## src/sv/ecs_pkg.sv

```systemverilog
// ----------------------------------------------------------------------------
// ecs_pkg
// types, constants and helpers of the sensor compensation pipeline
// ----------------------------------------------------------------------------
package ecs_pkg;

  // configuration register indexes
  typedef enum logic [2:0] {
    REG_CAL_TEMP    = 3'd0,
    REG_CAL_PRESS_A = 3'd1,
    REG_CAL_PRESS_B = 3'd2,
    REG_CAL_MISC    = 3'd3,
    REG_CAL_HUM     = 3'd4
  } cfg_reg_t;

  // pipeline stage map
  localparam int FINE_STAGE = 4;   // fine temperature registered
  localparam int TEMP_STAGE = 6;   // temperature result registered
  localparam int HUM_STAGE  = 14;  // humidity result registered
  localparam int RAWP_USE   = 9;   // stage whose raw pressure feeds the dividend
  localparam int LATENCY    = 47;  // output register stage

  // result limits
  localparam logic [31:0] TEMP_MIN  = 32'hFFFF_F060;  // -4000
  localparam logic [31:0] TEMP_MAX  = 32'd8500;
  localparam logic [31:0] PRESS_MIN = 32'd30000;
  localparam logic [31:0] PRESS_MAX = 32'd110000;
  localparam logic [31:0] HUM_E_MAX = 32'd419430400;
  localparam logic [31:0] HUM_MAX   = 32'd102400;

  // calibration coefficients, each widened to 32 bits
  typedef struct packed {
    logic [31:0] t1, t2, t3;
    logic [31:0] p1, p2, p3, p4, p5, p6, p7, p8, p9;
    logic [31:0] h1, h2, h3, h4, h5, h6;
  } cal_t;

  // signed divide by 2**k, rounding toward zero
  function automatic logic [31:0] sdiv_p2(input logic [31:0] x, input logic [4:0] k);
    logic [31:0] bias;
    bias = x[31] ? ((32'd1 << k) - 32'd1) : 32'd0;
    return 32'($signed(x + bias) >>> k);
  endfunction

  // 32-bit wrapping product
  function automatic logic [31:0] wmul(input logic [31:0] a, input logic [31:0] b);
    logic [63:0] p;
    p = a * b;
    return p[31:0];
  endfunction

endpackage

```

## src/sv/ecs_temp.sv

```systemverilog
// ----------------------------------------------------------------------------
// ecs_temp
// fine temperature (stages 1-4) and clamped temperature (stages 5-6)
// ----------------------------------------------------------------------------
module ecs_temp import ecs_pkg::*; (
  input  logic        clk,
  input  logic        adv,
  input  cal_t        cal,
  input  logic [19:0] raw_t,
  output logic [31:0] fine,
  output logic [14:0] temp
);

  logic [31:0] a0_r, b0_r, am_r, bm_r, a1_r, bm2_r, fine_r, tm_r;
  logic [14:0] temp_r;
  logic [31:0] a0_nxt, b0_nxt, am_nxt, bm_nxt, a1_nxt, bm2_nxt, fine_nxt, tm_nxt, tr;
  logic [14:0] temp_nxt;

  // stage logic
  always_comb begin
    a0_nxt   = {15'd0, raw_t[19:3]} - {cal.t1[30:0], 1'b0};
    b0_nxt   = {16'd0, raw_t[19:4]} - cal.t1;
    am_nxt   = wmul(a0_r, cal.t2);
    bm_nxt   = wmul(b0_r, b0_r);
    a1_nxt   = sdiv_p2(am_r, 5'd11);
    bm2_nxt  = wmul(sdiv_p2(bm_r, 5'd12), cal.t3);
    fine_nxt = a1_r + sdiv_p2(bm2_r, 5'd14);
    tm_nxt   = wmul(fine_r, 32'd5);
    tr       = sdiv_p2(tm_r + 32'd128, 5'd8);
    if ($signed(tr) < $signed(TEMP_MIN)) tr = TEMP_MIN;
    else if ($signed(tr) > $signed(TEMP_MAX)) tr = TEMP_MAX;
    temp_nxt = tr[14:0];
  end

  // stage registers
  always_ff @(posedge clk) begin
    if (adv) begin
      a0_r   <= a0_nxt;
      b0_r   <= b0_nxt;
      am_r   <= am_nxt;
      bm_r   <= bm_nxt;
      a1_r   <= a1_nxt;
      bm2_r  <= bm2_nxt;
      fine_r <= fine_nxt;
      tm_r   <= tm_nxt;
      temp_r <= temp_nxt;
    end
  end

  assign fine = fine_r;
  assign temp = temp_r;

endmodule

```

## config.mk

```make
export PLATFORM = sky130hd
export DESIGN_NAME = ecs_temp
export DESIGN_NICKNAME = d
export VERILOG_FILES = /design/src/sv/ecs_pkg.sv /design/src/sv/ecs_temp.sv
export SDC_FILE = /design/constraint.sdc
export NUM_CORES = 2
export LEC_CHECK = 0
export ABC_AREA = 1
export BUFFER_PORTS_ARGS = -buffer_cell sky130_fd_sc_hd__buf_2
export CORE_MARGIN = 5
export CORE_UTILIZATION = 25
export CTS_BUF_LIST = sky130_fd_sc_hd__clkbuf_4 sky130_fd_sc_hd__clkbuf_8 sky130_fd_sc_hd__clkbuf_16
export DETAILED_ROUTE_END_ITERATION = 16
export PLACE_DENSITY = 0.53
export SKIP_LAST_GASP = 1
export SYNTH_ARGS = -nofsm -noshare
export SYNTH_HDL_FRONTEND = slang
export SYNTH_SLANG_ARGS = --single-unit
```

## constraint.sdc

```tcl
create_clock -name clk -period 9.24 [get_ports clk]
set_input_delay 0 -clock clk [delete_from_list [all_inputs] [get_ports clk]]
set_output_delay 0 -clock clk [all_outputs]
set_load 0.1 [all_outputs]
```

=== Yosys cells after proc, flatten, opt, wreduce, memory -nomap -nowiden ===
Index checks and enable logic that the tools add are counted.
W data, S select, Z words.

* Add/subtract/negate cells: 8
* $mul: 4
* Div/mod/pow operators: 0
* Order comparisons: 2
* Equality and inequality tests: 0
* Shift operators: 0
* Multiplexer cells: 5
* Bitwise operators: 0
* Reductions and logical operators: 1

{| class="wikitable"
|+ Operator list
! cell !! count
|-
| $mul A32 B32 Y32 || 2
|-
| $add A32 B11 Y32 || 1
|-
| $add A32 B12 Y32 || 1
|-
| $add A32 B14 Y32 || 1
|-
| $add A32 B8 Y32 || 1
|-
| $add A32 B8 Y32 const B || 1
|-
| $mul A20 B32 Y32 || 1
|-
| $mul A32 B3 Y32 const B || 1
|-
| $sub A16 B32 Y32 || 1
|-
| $sub A17 B32 Y32 || 1
|-
| $gt A24 B15 Y1 const B || 1
|-
| $lt A24 B13 Y1 const B || 1
|-
| $add A21 B18 Y22 || 1
|-
| $mux W15 || 1
|-
| $mux W14 || 1
|-
| $mux W12 || 1
|-
| $mux W11 || 1
|-
| $mux W8 || 1
|-
| $reduce_or A2 Y1 || 1
|}

* Register bits after elaboration: 260
* Bits in latches: 0
* RAM bits: 0
* ROM bits: 0
* Input port bits: 598
* Output and inout port bits: 47
* Memories: 0

=== Logic depth before layout (Yosys ltp) ===
* Depth after elaboration: 5
* Mapped depth: 42
* Gate-level depth less buffers: 42

=== Least setup slack after synthesis ===
Ideal clock, no wire load.

* Path kind: register -> register
* Start point: register bm_r[31]
* End point: register bm2_r[30], data pin
* Arrival: 7.708 ns
* Required time: 8.982 ns
* Slack: 1.275 ns
* Cell stages (with the launch flop): 37
* Buffers on the path: 2
* Period minus slack after synthesis: 7.965 ns
* Cell sequence: edfxtp_1 -> ha_1 -> nand2_1 -> nor2_1 -> and3_1 -> nand2_1 -> nand2_2 -> nand2_1 -> xor2_1 -> clkbuf_1 -> inv_1 -> clkbuf_1 -> nor2_1 -> fa_1 -> inv_1 -> fa_1 -> fa_1 -> inv_1 -> fa_1 -> fa_1 -> fa_1 -> inv_1 -> fa_1 -> inv_1 -> ha_1 -> nand4_1 -> nor3_1 -> nand4_1 -> nand3_1 -> nand3_1 -> nand2_1 -> nand3_1 -> inv_1 -> a211oi_1 -> o21ai_0 -> a21oi_1 -> xnor2_1

* Word-level cells in the longest chain between the ends: 3

{| class="wikitable"
|+ Ends and longest elaborated chain
! what !! line !! RTL
|-
| from (decl) || ecs_temp.sv:14 || <nowiki>logic [31:0] a0_r, b0_r, am_r, bm_r, a1_r, bm2_r, fine_r, tm_r;</nowiki>
|-
| from (signal assigned) || ecs_temp.sv:41 || <nowiki>bm_r <= bm_nxt;</nowiki>
|-
| $mux W12 || ecs_pkg.sv:41 || <nowiki>bias = x[31] ? ((32'd1 << k) - 32'd1) : 32'd0;</nowiki>
|-
| $add A32 B12 Y32 * || ecs_pkg.sv:42 || <nowiki>return 32'($signed(x + bias) >>> k);</nowiki>
|-
| $mul A20 B32 Y32 * || ecs_pkg.sv:48 || <nowiki>p = a * b;</nowiki>
|-
| named net bm2_nxt[30] || ecs_temp.sv:16 || <nowiki>logic [31:0] a0_nxt, b0_nxt, am_nxt, bm_nxt, a1_nxt, bm2_nxt, fine_nxt, tm_nxt, tr;</nowiki>
|-
| to (signal assigned) || ecs_temp.sv:43 || <nowiki>bm2_r <= bm2_nxt;</nowiki>
|-
| to (decl) || ecs_temp.sv:14 ||
|}

The timed path passes the listed nets; every way through them passes the cells marked *.
A chain may end at the register's enable or synchronous reset.

=== Worst setup path after layout ===
* Start point: register bm_r[31]
* End point: register bm2_r[28], data pin

Same word-level chain as after synthesis.

==> qor.txt <==
Outcome = completed
Synth Area in Adders = 0.498
Worst Setup EP = bm2_r[28]
GRT Resource Usage Total = 0.133
Arr. time, crit path = 8960 ps
Mapped Area = 57,600 um^2
Syn Area/Cell = 8.20 um^2
Syn_nets = 9,230
Antenna violations before repair = 22
Vias in the first global route = 47,500
Largest stage delay, worst path = 550 ps
I/O pins = 645
Final #Nets = 9,340
Final hold violations = 0
Hold Crit Class = primary input to flop
Count leader, synth = inv_1
CTS tree = done
Final Setup Violations = 0
CP Max Fanout = 13
Multiplexer share of the synthesized area = 0
Htree depth = 1
Max-slew violation count = 0
EDFF count, synth = 218
Vias per cell = 4.31
Chip width = 490 um
Largest family of logic cells by synthesized area = adder cells
DR iter-0 viols = 2,449
Yosys top cell by area = fa_1
Synth Area in Compound Gates = 0.0358
Total CTS buffers = 27
FF-to-FF setup slack = 660 ps
Worst R2R Path Depth = 35
Port bufs = 161
Clock Path Buffers = 3
Startpoint Class = flop
Yosys reg bits = 218
CP Capture Type = flop
Die area = 240,000 um^2
Die Span Y = 490 um
MaxCap Viol Count = 0
Worst reg2reg startpoint = bm_r[31]
DR WL/cell = 15.6 um
Initial Util = 0.251
Setup TNS = 0 ps
Tcrit/Tclk final = 0.929
Worst Path Required = 9620 ps
Synth async-reset ratio = 0
GP Congestion = 0.883
Mapped Cells = 7,020
Post-synthesis xor/xnor area fraction = 0.0489
DRT Pass-1 Iters = 6
Most used DFF post-synth = edfxtp_1
Fraction of layout cells with a size suffix above 1 = 0.0462
Clock transition at path regs = 70 ps
First-pass GRT wire length = 257 mm
Largest net degree at the start of global routing = 93
Global route overflow = 0
Synth cell count leaders = inv_1, nand2_1, fa_1
Core area = 230,000 um^2
RSZ-0062 raised after global routing = false
Minimum clock period = 8580 ps
Sequential element share of the synthesized area = 0.114
# rows = 176
Yosys cell types = 54
ANT nets after route = 0
Crit-path slowest cell = fa_1
Area grow syn2layout = 10.4%
Final Routed Wirelength = 159 mm
Crit Path Class = flop to flop
Reg2reg end = bm2_r[28]
Synth top area share = 0.393
Vias = 44,000
Slew at the pin closest to its max-slew limit = 1120 ps
DP Wirelength = 132 mm
Clock latency on the worst-skew pair = 650 ps
Max-slew headroom at the worst pin = 0.252
Post-Synth Simple-Gate Area = 0.158
Root buf cell = clkbuf_16
DRC Markers = 0
Max Fclk = 117 MHz
Worst Setup SP = bm_r[31]
Yosys warns = 0
Worst Skew = 55.4 ps
Clock Sink Count = 218
Cell mode on critical path = fa_1
Top cells by area, synth = fa_1, inv_1, edfxtp_1
-- cells by family (layout without fill, tap and decap cells) --
| logic type | count (synthesis) | count (layout) |
|---|---|---|
| adders and majority gates | 1612 | 1612 |
| other | 0 | 15 |
| and+or+nand+nor | 2289 | 2289 |
| buffers and inverters | 2219 | 2348 |
| xor gates and xnor gates | 319 | 319 |
| AOI/OAI and AO/OA | 363 | 363 |
| DFF | 218 | 218 |
-- metrics by stage --
step	instances	hold WS [ps]	util	worst slack (ps)	cell area [um^2]
after detailed placement	10100	196	0.269	497	61900
after global placement	10100	194	0.269	503	61900
final	10200	83.7	0.277	658	63600
after CTS	10200	21.7	0.276	467	63500
after global routing	10200	69.1	0.277	42.3	63500
after floorplan	7020	98.9	-	1270	57600
-- placed cells by master, fill, tap and decap left out, types with 69 or more instances in the layout --
| master | instances |
|---|---|
| xor2_1 | 184 |
| inv_1 | 1979 |
| dlygate4sd3_1 | 69 |
| nand2_1 | 1519 |
| nand3_1 | 140 |
| fa_1 | 1132 |
| edfxtp_1 | 218 |
| ha_1 | 480 |
| buf_2 | 160 |
| buf_4 | 77 |
| xnor2_1 | 133 |
| nor2_1 | 498 |
| a21oi_1 | 192 |
-- worst max-delay path, delay by kind of cell (launching register included) --
| kind | cells | cell delay [ps] |
|---|---|---|
| adders and majority gates | 9 | 4100 |
| AOI/OAI and AO/OA | 7 | 1630 |
| and+or+nand+nor | 11 | 1360 |
| buffers and inverters | 7 | 750 |
| DFF | 1 | 360 |
| xor gates and xnor gates | 1 | 140 |
-- sequential cells by signal, indices dropped and copies added, names as in the netlist --
name / count
am_r: 32
bm2_r: 32
tm_r: 32
a0_r: 31
bm_r: 31
fine: 22
a1_r: 21
temp: 15
b0_r: 2
-- how the worst min path moves through the flow --
stage,depth (start not counted),start,to
after floorplan,0,raw_t[3],a0_r[0]
after global placement,1,raw_t[3],a0_r[0]
after detailed placement,1,raw_t[3],a0_r[0]
after CTS,6,cal[547],a0_r[5]
after global routing,2,raw_t[3],a0_r[0]
final,6,cal[547],a0_r[5]
-- layout make-up --
class	instances	area, um^2
fillers	24700	166000
multi-input cells	4583	42700
inverters	1991	7470
flip-flops and latches	218	6550
well taps	3026	3790
repair buffers	309	2120
clock buffers	29	691
clock inverters	19	226
diodes	15	37.5
-- layer usage --
layer  vias up  track usage  part of all wire
li1      20600            -                 -
met1     22000        0.178              0.44
met2      1156        0.229              0.47
met5         -            0           0.00047
met4        12       0.0269             0.024
met3       198       0.0206             0.060
-- timing repair --
item	4_1_cts	5_1_grt
buffers inserted	0	3
setup endpoints to repair	0	3
resized for setup	0	0
hold buffers	69	0
endpoints found under the hold margin	123	0
Power is not shown: default switching activity piles up to over one toggle a cycle in this logic, so the estimate is an artifact.
